$ cat src/rtl/mmt_pkg.sv
package mmt_pkg;

  localparam int MAX_ROWS  = 8;
  localparam int MAX_COLS  = 8;
  localparam int MAX_INNER = 64;

  localparam int ROW_W   = 4;
  localparam int INNER_W = 7;
  localparam int COL_W   = 4;
  localparam int ELEM_W  = 16;
  localparam int SUM_W   = 38;
  localparam int PROD_W  = 32;

  localparam int A_DEPTH = MAX_ROWS * MAX_INNER;
  localparam int B_DEPTH = MAX_COLS * MAX_INNER;
  localparam int A_AW    = $clog2(A_DEPTH);
  localparam int B_AW    = $clog2(B_DEPTH);
  localparam int RIDX_W  = $clog2(MAX_ROWS);
  localparam int CIDX_W  = (MAX_COLS > 1) ? $clog2(MAX_COLS) : 1;
  localparam int KIDX_W  = (MAX_INNER > 1) ? $clog2(MAX_INNER) : 1;
  localparam int POS_W   = $clog2(A_DEPTH + B_DEPTH + 1);

  localparam logic [1:0] REG_ROWS   = 2'd0;
  localparam logic [1:0] REG_INNER  = 2'd1;
  localparam logic [1:0] REG_COLS   = 2'd2;
  localparam logic [1:0] REG_UNUSED = 2'd3;

  typedef enum logic [1:0] {ST_LOAD, ST_RUN, ST_DRAIN} state_t;

  // one cell's control, travels down the chain with the data
  typedef struct packed {
    logic clear;
    logic acc;
    logic dump;
  } cell_ctl_t;

endpackage

$ cat src/rtl/mmt_mac_cell.sv
module mmt_mac_cell (
  input  logic                         clk,
  input  logic                         rst,
  input  mmt_pkg::cell_ctl_t           ctl_in,
  input  logic signed [15:0]           a_in,
  input  logic signed [15:0]           b_own,
  input  logic                         shift,
  input  logic signed [37:0]           chain_in,
  output mmt_pkg::cell_ctl_t           ctl_out,
  output logic signed [15:0]           a_out,
  output logic signed [37:0]           chain_out
);
  import mmt_pkg::*;

  logic signed [PROD_W-1:0] prod;
  logic                     prod_ok;
  logic                     prod_clear;
  logic                     dump_d;
  logic signed [SUM_W-1:0]  acc;
  logic signed [SUM_W-1:0]  acc_next;

  always_comb begin
    acc_next = prod_clear ? SUM_W'(prod) : acc + SUM_W'(prod);
  end

  // stage 1: multiply, stage 2: accumulate; a is handed right each cycle
  always_ff @(posedge clk) begin
    prod       <= a_in * b_own;
    prod_clear <= ctl_in.clear;
    a_out      <= a_in;
    if (rst) begin
      prod_ok <= 1'b0;
      dump_d  <= 1'b0;
      ctl_out <= '0;
    end else begin
      prod_ok <= ctl_in.acc;
      dump_d  <= ctl_in.dump;
      ctl_out <= ctl_in;
    end
    if (prod_ok) acc <= acc_next;
    // load the finished sum on dump, shift toward cell 0 on shift, else hold
    if (dump_d)     chain_out <= acc_next;
    else if (shift) chain_out <= chain_in;
  end

endmodule

$ cat config.mk
export PLATFORM = sky130hd
export DESIGN_NAME = mmt_mac_cell
export DESIGN_NICKNAME = d
export VERILOG_FILES = /design/src/rtl/mmt_pkg.sv /design/src/rtl/mmt_mac_cell.sv
export SDC_FILE = /design/constraint.sdc
export NUM_CORES = 1
export LEC_CHECK = 0
export BUFFER_PORTS_ARGS = -buffer_cell sky130_fd_sc_hd__buf_2
export CORE_UTILIZATION = 63
export CTS_CLUSTER_DIAMETER = 50
export CTS_CLUSTER_SIZE = 10
export DETAILED_ROUTE_END_ITERATION = 6
export GPL_ROUTABILITY_DRIVEN = 1
export GPL_TIMING_DRIVEN = 0
export MAX_ROUTING_LAYER = met4
export PLACE_DENSITY = 0.85
export SLEW_MARGIN = 20
export SYNTH_ARGS = -nofsm -noshare
export SYNTH_HDL_FRONTEND = slang
export SYNTH_SLANG_ARGS = --single-unit
$ cat constraint.sdc
create_clock -name clk -period 6.95 [get_ports clk]
set_input_delay 0.695 -clock clk [delete_from_list [all_inputs] [get_ports clk]]
set_output_delay 0.695 -clock clk [all_outputs]
set_load 0.02 [all_outputs]
Yosys cells after proc, flatten, opt, wreduce, memory -nomap -nowiden
Cells that the tools add are included.
{ "classes": {"n_mux": 3, "n_reduce_logical": 1, "add_sub_neg": 1, "mul": 1} }
{ "ops": {"columns": ["operator", "n"], "rows": [
  ["$mux 38", 3],
  ["$add 38x32->38", 1],
  ["$mul 16x16->32", 1],
  ["$reduce_bool 2->1", 1]
]} }
{ "word_totals": {"ff_bits": 128, "in_bits": 76, "elab_cells": 14, "out_inout_bits": 57} }

Longest topological paths before layout
Gate-level depths: netlist of run 1.
{ "depth": {"word_depth": 3, "mapped_depth": 24, "mapped_depth_nobuf": 23} }

Worst setup path after synthesis of run 1
Ideal clock, no wire load.
{ "synth_path": {"kind": "input -> register", "startpoint": "input port b_own[7]", "endpoint": "register prod[31]", "setup_slack_ps": 675, "path_buffers": 1, "setup_time_ps": 86, "cell_stages": 24, "t_arrival_ps": 6190, "t_required_ps": 6864, "cell_sequence": "clkbuf_1 -> nand2_1 -> fa_1 -> inv_1 -> fa_1 -> inv_1 -> fa_1 -> inv_1 -> fa_1 -> fa_1 -> inv_1 -> fa_1 -> inv_1 -> ha_1 -> a21o_1 -> a21oi_1 -> o21ai_0 -> a21oi_1 -> o21ai_0 -> a31o_2 -> a41o_1 -> o41ai_2 -> nor2_1 -> a211oi_1"} }
{ "synth_via": {"elab_chain_cells": 1} }
{ "synth_rtl": {"columns": ["element", "line_no", "text"], "rows": [
  ["from (decl)", "mmt_mac_cell.sv:6", "input logic signed [15:0] b_own,"],
  ["$mul 16x16->32", "mmt_mac_cell.sv:28", "prod <= a_in * b_own;"],
  ["to (signal assigned)", "mmt_mac_cell.sv:28", null],
  ["to (decl)", "mmt_mac_cell.sv:15", "logic signed [PROD_W-1:0] prod;"]
]} }
No other way between the ends.
A chain may end at the register's enable or synchronous reset.

Final worst setup path of run 1
{ "layout_path": {"startpoint": "input port a_in[13]", "endpoint": "register prod[31]"} }
{ "layout_via": {"elab_chain_cells": 1} }
{ "layout_rtl": {"columns": ["element", "line_no", "text"], "rows": [
  ["from (decl)", "mmt_mac_cell.sv:5", "input logic signed [15:0] a_in,"],
  ["$mul 16x16->32", "mmt_mac_cell.sv:28", null]
]} }
No other way between the ends.

==> out/summary.txt, run 1 <==
Crit Path Category: input pin to flop
CP max-delay cell: fa_1
CTS Sinks: 128
Crit path launch: a_in[13]
Fmax: 0.149 GHz
Clk root buf: clkbuf_16
Post-Layout Cell Count: 2072
H-tree Lvls: 4
Die height: 160 um
Worst min-delay path category: input pin to flop
Cells after synthesis: 1587
Leading area contributor after synthesis: fa_1
Number of flops mapped to enable cells by yosys: 76
DR vias: 11800
Reg-to-reg startpoint: prod[0]$_DFF_P_
Post-Syn Area: 15800 um^2
CP Buf/Inv Count: 5
CP dominant cell by count: fa_1
Crit path DAT: 7.06 ns
Top-area cell type share of the netlist area: 33.3%
Critical-path cell list: buf_2 -> clkbuf_1 -> nand2_1 -> fa_1 -> fa_1 -> fa_1 -> inv_1 -> fa_1 -> fa_1 -> inv_1 -> fa_1 -> inv_1 -> ha_1 -> a21o_1 -> a21oi_1 -> o21ai_0 -> a21oi_1 -> o21ai_0 -> a31o_2 -> a41o_1 -> o41ai_2 -> nor2_1 -> a211oi_1
Post-Syn Area per Cell: 9.97 um^2
Async SR Flop Fraction: 0%
GRT Total Usage: 34.0%
Tcrit/Tclk final: 96.4%
Post-Route WL: 39300 um
Kind of end point of the critical path: flop
Wire per inst: 19.0 um
Share of the yosys chip area belonging to registers: 21.0%
Fin area: 17500 um^2
DIE WIDTH: 160 um
Detailed placer's ending HPWL: 31900 um
Core Box Area: 24500 um^2
Worst-path clk slew: 0.07 ns
Skew-Pair Late Insertion Delay: 0.44 ns
Primary FF master, synth: edfxtp_1
CTS tree: done
Largest cells by area after synthesis: fa_1, edfxtp_1, ha_1
First-pass DRT Iterations: 5
Final GP Congestion: 0.982
Final Hold Viols: 0
I/O pin cnt: 133
Worst-path fanout max: 10
Setup_tns: 0 ns
Ant. Diodes: 0
Global route overflow: 0
Post-layout net count: 2193
Worst Skew: 0.0131 ns
CTS max path bufs: 2
Global-route wire length before repair: 64900 um
Port-buffer cells: 132
Cell row count: 57
Initial DRC count: 727
Critical Path RT: 7.31 ns
#FFs+latches synth: 128
Tightest Pin Transition: 0.914 ns
Antenna Nets Post-Route: 0
Total CTS buffers: 17
Largest net degree at the start of global routing: 39
RSZ-0062 raised after global routing: false
Synth Net Count: 2045
Share of layout cells above drive strength 1: 13.3%
Initial antenna violation count: 0
DIE AREA: 25700 um^2
Hold_sp: ctl_in[2]
Max cap viols: 0
Cell depth of the worst hold path: 1
Final Setup Violations: 0
Final min period: 6.70 ns
Rel. slew slack: 39.1%
# fillers: 1774
Slew Limit Fails: 0
Placed Cells incl. Taps: 2044
Starting Density: 64.7%
Synth warnings: 0
Delay-heaviest family, CP: adder cells
Worst path depth: 23
Worst path max stage delay: 0.56 ns
DRC: 0
CP Launch Type: input pin
Synth-to-layout area growth: 10.5%
Worst-case reg-to-reg path depth: 13
DR vias/cell: 5.69
Placed cell area: 16900 um^2
Synth cell types: 68
Number of global-route vias before repair: 12600
Outcome: finished, final reports clean
## cells by family (layout without fill, tap and decap cells)
kind of cell    count (synthesis)  after routing  share of synthesized area, %
simple gates                  412            412                          12.7
fa+ha+maj                     382            382                          42.7
buf+inv                       352            513                          8.50
compound gates                206            206                          8.61
flops                         128            128                          21.0
xor+xnor                       69             69                          3.82
mux                            38             38                          2.70
## flip-flops by register name, indices dropped and copies added (netlist names)
register / cells
acc: 38
prod: 32
a_out: 16
prod_clear: 1
ctl_out: 1
dump_d: 1
chain_out: 38
prod_ok: 1
## per-stage QoR
stage               hold WS [ns]  setup WS [ns]  utilization (%)
detailed placement         0.625         -0.388             69.1
global placement           0.590         -0.308             69.0
global route               0.369       0.000263             71.5
floorplan                  0.527          0.675                -
CTS                        0.368         0.0675             71.5
finish                     0.376          0.253             71.5
## per-layer routing
metal	GRT usage, %	share of wire, %
met5	-	0
met4	12.4	3.0
met3	6.28	6.8
met2	57.2	51
met1	40.9	39
## layout make-up
cell class / instances / area, um^2 / share of cell area (%)
Timing Repair Buffer: 133 / 688 / 3.94
Inverter: 299 / 1120 / 6.42
Buffer: 49 / 210 / 1.20
Tap cell: 324 / 405 / 2.32
Multi-Input combinational cell: 1107 / 11200 / 63.8
Sequential cell: 128 / 3320 / 19.0
Clock buffer: 17 / 425 / 2.43
Clock inverter: 15 / 159 / 0.909
## worst register-to-register path, stage by stage, from the launching register on
cell,delay [ns]
dfxtp_1,0.36
ha_1,0.24
inv_1,0.08
fa_1,0.41
nor2b_1,0.18
o31ai_2,0.11
a21oi_1,0.25
o21ai_1,0.17
o311ai_2,0.43
a21oi_1,0.20
o21bai_1,0.25
xnor2_1,0.16
o21ai_1,0.11
mux2_2,0.29
## cell usage in the layout (no fill, tap or decap), types with 44 or more instances in the layout
cell type and instances:
edfxtp_1 76, ha_1 119, inv_1 299, a21oi_1 53
nor2_1 44, dfxtp_1 51, xnor2_1 46, and2_1 128
fa_1 263, o21ai_0 49, buf_2 134, nand2_1 178
## timing repair
item	in CTS	in global routing
setup buffers	0	0
setup endpoints to repair	0	4
hold buffers	0	0
gates resized for setup	0	4
## Yosys cell counts, types with 3 or more instances
| library cell | n |
|---|---|
| nand4_1 | 3 |
| a21o_1 | 23 |
| nand2_1 | 178 |
| o21bai_1 | 9 |
| a31oi_1 | 9 |
| nor2_1 | 44 |
| mux2_2 | 37 |
| o31ai_1 | 4 |
| or2_2 | 4 |
| a41o_1 | 3 |
| edfxtp_1 | 76 |
| fa_1 | 263 |
| o21ai_0 | 49 |
| inv_1 | 299 |
| a41oi_1 | 4 |
| or3_1 | 3 |
| a21oi_1 | 53 |
| o21a_1 | 7 |
| buf_4 | 3 |
| dfxtp_1 | 52 |
| clkbuf_1 | 45 |
| xor2_1 | 23 |
| o21ai_1 | 14 |
| nand3_1 | 16 |
| nor3_1 | 9 |
| xnor2_1 | 46 |
| a211oi_1 | 3 |
| and2_1 | 128 |
| nor2b_1 | 7 |
| ha_1 | 119 |
| nand2b_1 | 11 |
## final timing paths
kind | endpoint | slack, ns
hold / removal | prod_clear$_DFF_P_ | 0.38
hold reg to reg | acc[24]$_DFFE_PP_ | 0.64
setup / recovery | prod[31]$_DFF_P_ | 0.25
setup reg to reg | chain_out[24]$_DFFE_PP_ | 3.48
Power of run 1 is not shown: default switching activity piles up to over one toggle a cycle in this logic, so the estimate is an artifact.
==> run 2: changes to the inputs <==
--- a/config.mk
+++ b/config.mk
@@ -11,7 +11,6 @@
 export CTS_CLUSTER_SIZE = 10
 export DETAILED_ROUTE_END_ITERATION = 6
 export GPL_ROUTABILITY_DRIVEN = 1
-export GPL_TIMING_DRIVEN = 0
 export MAX_ROUTING_LAYER = met4
 export PLACE_DENSITY = 0.85
 export SLEW_MARGIN = 20
==> run 2 against run 1 <==
Effect of this change:
- die area is the same
- global-route usage is 1.9 points lower
- non-clock buffer count shrank 40
- via count shrank 1.8%
- hold slack better by 0.018 ns
- largest cell class unchanged
- highest routed layer unchanged
==> out/summary.txt, run 2 (same netlist as run 1, synthesis figures left out) <==
Outcome: finished, final reports clean
Post-CTS sizing: 0
Clk root buf: clkbuf_16
# fillers: 1774
Setup_tns: 0 ns
Initial DRC count: 699
Placed Cells incl. Taps: 2000
Commonest non-fill, non-tap cell in the layout: inv_1
DRC: 0
DR vias: 11600
Crit Path Category: input pin to flop
Cell depth of the worst hold path: 1
Share of layout cells above drive strength 1: 13.7%
Max cap viols: 0
Skew-Pair Late Insertion Delay: 0.43 ns
Tcrit/Tclk final: 92.5%
Final Setup Violations: 0
Slew Limit Fails: 0
Rel. slew slack: 40.1%
Worst Skew: 0.0144 ns
Critical Path RT: 7.30 ns
RSZ-0062 raised after global routing: false
H-tree Lvls: 4
GRT Total Usage: 32.1%
CTS tree: done
DIE AREA: 25700 um^2
Core Box Area: 24500 um^2
Tightest Pin Transition: 0.898 ns
Worst-case reg-to-reg path depth: 13
Final Util: 70.8%
CP Launch Type: input pin
Initial antenna violation count: 0
Final Hold Viols: 0
Cell row count: 57
Number of global-route vias before repair: 12600
Crit path DAT: 6.77 ns
Global route overflow: 0
First-pass DRT Iterations: 5
Starting Density: 64.7%
Most frequent cells in the layout: inv_1, fa_1, nand2_1
Fmax: 0.156 GHz
Wire per inst: 18.5 um
Final min period: 6.43 ns
Ant. Diodes: 0
Worst min-delay path category: input pin to flop
Post-Route WL: 37600 um
DR vias/cell: 5.70
Antenna Nets Post-Route: 0
Total CTS buffers: 17
Worst-path fanout max: 17
I/O pin cnt: 133
Kind of end point of the critical path: flop
Post-CTS Setup Bufs: 0
Hold buffers post-CTS: 0
Global-route wire length before repair: 62600 um
Detailed placer's ending HPWL: 29600 um
DIE WIDTH: 160 um
Die height: 160 um
Top Registers: acc (38), chain_out (38), prod (32)
Synth-to-layout area growth: 9.54%
CTS Sinks: 128
Post-Layout Cell Count: 2032
Worst-path clk slew: 0.07 ns
Final GP Congestion: 0.958
Post-layout net count: 2153
CTS max path bufs: 2
Largest net degree at the start of global routing: 71
Port-buffer cells: 132
[run 2: path summary, 6_finish.rpt]
check	startpoint	endpoint	slack, ns
min reg2reg	prod[0]$_DFF_P_	acc[0]$_DFFE_PP_	0.61
max	a_in[7]	prod[31]$_DFF_P_	0.52
max reg2reg	prod[0]$_DFF_P_	chain_out[24]$_DFFE_PP_	3.42
min	ctl_in[2]	prod_clear$_DFF_P_	0.39
[run 2: critical path: stages]
cell and delay, ns:
buf_2 0.33, nand2_1 0.17, fa_1 0.56, inv_1 0.05
fa_1 0.49, inv_1 0.05, fa_1 0.53, inv_1 0.05
fa_1 0.45, fa_1 0.50, inv_1 0.05, fa_1 0.48
inv_1 0.04, ha_1 0.32, a21o_1 0.18, a21oi_1 0.17
o21ai_0 0.10, a21oi_1 0.19, o21ai_0 0.11, a31o_2 0.24
a41o_1 0.27, o41ai_2 0.44, nor2_1 0.10, a211oi_1 0.18
[run 2: metal layers]
metal  vias to the layer above  share of wire, %  track usage, %
li1                       5236                 -               -
met1                      5742                40            38.3
met2                       489                51            54.9
met3                       114               6.5            5.11
met4                         0               3.4            12.0
met5                         -                 0               -
[run 2: area by class of cell]
| cell class | instances | area [um^2] | area share, % |
|---|---|---|---|
| Sequential cell | 128 | 3330 | 19.2 |
| Tap cell | 324 | 405 | 2.34 |
| Clock inverter | 15 | 161 | 0.931 |
| Multi-Input combinational cell | 1107 | 11200 | 64.4 |
| Clock buffer | 17 | 425 | 2.45 |
| Inverter | 299 | 1120 | 6.48 |
| Timing Repair Buffer | 142 | 736 | 4.25 |
[run 2: stage by stage]
stage | hold WS, ns | area, um^2 | setup slack [ns]
final | 0.395 | 17300 | 0.524
after CTS | 0.379 | 17300 | 0.548
after global placement | 0.586 | 16700 | 0.365
after floorplan | 0.527 | 15800 | 0.675
after detailed placement | 0.592 | 16700 | 0.0995
after global routing | 0.387 | 17300 | 0.182
Power of run 2 is left out for the same reason.
==> run 3: changes to the inputs <==
--- a/config.mk
+++ b/config.mk
@@ -12,7 +12,7 @@
 export DETAILED_ROUTE_END_ITERATION = 6
 export GPL_ROUTABILITY_DRIVEN = 1
 export MAX_ROUTING_LAYER = met4
-export PLACE_DENSITY = 0.85
+export PLACE_DENSITY = 0.87
 export SLEW_MARGIN = 20
 export SYNTH_ARGS = -nofsm -noshare
 export SYNTH_HDL_FRONTEND = slang
==> constraint.sdc (replaced) <==
create_clock -name clk -period 6.2 [get_ports clk]
set_input_delay 0.62 -clock clk [delete_from_list [all_inputs] [get_ports clk]]
set_output_delay 0.62 -clock clk [all_outputs]
set_load 0.02 [all_outputs]
==> run 3 against run 2 <==
Effect of this change:
- die area unchanged
- utilization rose by 2.0 points
- sequential share of layout area fell by 0.52 points
- register-to-register slack worse by 0.60 ns
- final area grew 2.8%
- wire length increased by 0.47%
- clock skew grew 0.0014 ns
- global-route usage is 0.15 points higher
- cell count increased by 3.3%
- critical path depth is the same
- first-iteration DRC count up 3.1%
- via count up 2.4%
- critical path type unchanged
- critical endpoint is now prod[30]$_DFF_P_
==> out/summary.txt, run 3 (same netlist as run 1, synthesis figures left out) <==
Outcome: finished, final reports clean
CTS tree: done
Post-layout net count: 2220
# fillers: 1690
Wire per inst: 18.0 um
Initial antenna violation count: 0
H-tree Lvls: 4
DIE WIDTH: 160 um
Global route overflow: 0
I/O pin cnt: 133
Final Hold Viols: 0
Post-Route WL: 37800 um
Cell row count: 57
Area occupied by multi-input gates: 11200 um^2
First-pass DRT Iterations: 5
Cell depth of the worst hold path: 1
Slew Limit Fails: 0
Core Box Area: 24500 um^2
Ant. Diodes: 0
Rel. slew slack: 40.3%
Initial DRC count: 721
Antenna Nets Post-Route: 0
Worst-case reg-to-reg path depth: 13
Kind of end point of the critical path: flop
Die height: 160 um
Final min period: 5.90 ns
Fmax: 0.169 GHz
GRT Total Usage: 32.3%
Worst-path fanout max: 6
Synth-to-layout area growth: 12.6%
Crit path DAT: 6.22 ns
Total CTS buffers: 17
Fin area: 17800 um^2
Critical Path RT: 6.52 ns
FF/Latch Area: 3330 um^2
Global-route wire length before repair: 63100 um
Worst Skew: 0.0157 ns
Share of layout cells above drive strength 1: 16.8%
Final Util: 72.8%
Tightest Pin Transition: 0.895 ns
DR vias: 11900
Number of global-route vias before repair: 12900
Final Setup Violations: 0
Clk root buf: clkbuf_16
Top Registers: acc (38), chain_out (38), prod (32)
Final GP Congestion: 0.933
Commonest non-fill, non-tap cell in the layout: inv_1
Port-buffer cells: 132
Starting Density: 64.7%
Most frequent cells in the layout: inv_1, fa_1, nand2_1
Detailed placer's ending HPWL: 30600 um
Largest net degree at the start of global routing: 71
Setup_tns: 0 ns
CTS max path bufs: 2
DRC: 0
DIE AREA: 25700 um^2
Placed cell area: 17300 um^2
Crit Path Category: input pin to flop
Skew-Pair Late Insertion Delay: 0.43 ns
CTS Sinks: 128
Post-CTS Setup Bufs: 0
Worst-path clk slew: 0.06 ns
Tcrit/Tclk final: 95.2%
CP Launch Type: input pin
RSZ-0062 raised after global routing: false
Post-CTS sizing: 0
DR vias/cell: 5.65
Hold buffers post-CTS: 0
Worst min-delay path category: input pin to flop
Max cap viols: 0
-- run 3: cell types whose count changed in the layout (fill, tap and decap cells not counted) --
cell,delta
buf_4,+64
clkinv_2,+4
inv_8,-4
buf_12,+3
clkinv_8,-3
clkinvlp_4,+3
clkbuf_1,+2
inv_6,-2
clkbuf_8,+1
inv_4,-1
-- run 3: critical path: stages --
cell	delay (ns)
buf_2	0.16
nand2_1	0.10
fa_1	0.53
inv_1	0.05
fa_1	0.50
inv_1	0.06
fa_1	0.54
inv_1	0.05
fa_1	0.45
fa_1	0.50
inv_1	0.05
fa_1	0.47
inv_1	0.05
ha_1	0.29
buf_4	0.13
nand3_1	0.10
or2_2	0.30
nor4_1	0.28
o311a_1	0.27
nand3b_1	0.16
nand2_1	0.09
o2111ai_1	0.24
a21oi_1	0.12
xnor2_1	0.13
-- run 3: area by class of cell --
| cell class | instances | area share [%] |
|---|---|---|
| clock inverter | 12 | 0.485 |
| clock buffer | 20 | 2.51 |
| inverter | 299 | 6.30 |
| sequential | 128 | 18.7 |
| multi-input combinational | 1107 | 62.6 |
| timing repair buffer | 209 | 7.16 |
| tap | 324 | 2.28 |
-- run 3: layer usage --
| metal | global-route usage [%] | share of wire [%] |
|---|---|---|
| met5 | - | 0 |
| met4 | 13.1 | 3.6 |
| met1 | 38.1 | 39 |
| met3 | 4.00 | 6.3 |
| met2 | 55.9 | 51 |
-- run 3: stage by stage --
stage               cells  hold slack [ns]  setup WS (ns)
detailed placement   2067            0.603         -0.103
floorplan            1587            0.527        0.00801
global placement     2067            0.580        -0.0490
CTS                  2099            0.312          0.343
global route         2099            0.324         0.0482
finish               2099            0.317          0.296
-- run 3: final timing paths --
kind | startpoint | to | slack (ns)
max | a_in[7] | prod[30]$_DFF_P_ | 0.30
min | ctl_in[2] | prod_clear$_DFF_P_ | 0.32
max reg2reg | prod[0]$_DFF_P_ | chain_out[24]$_DFFE_PP_ | 2.82
min reg2reg | prod[0]$_DFF_P_ | acc[0]$_DFFE_PP_ | 0.62
Power of run 3 is left out for the same reason.
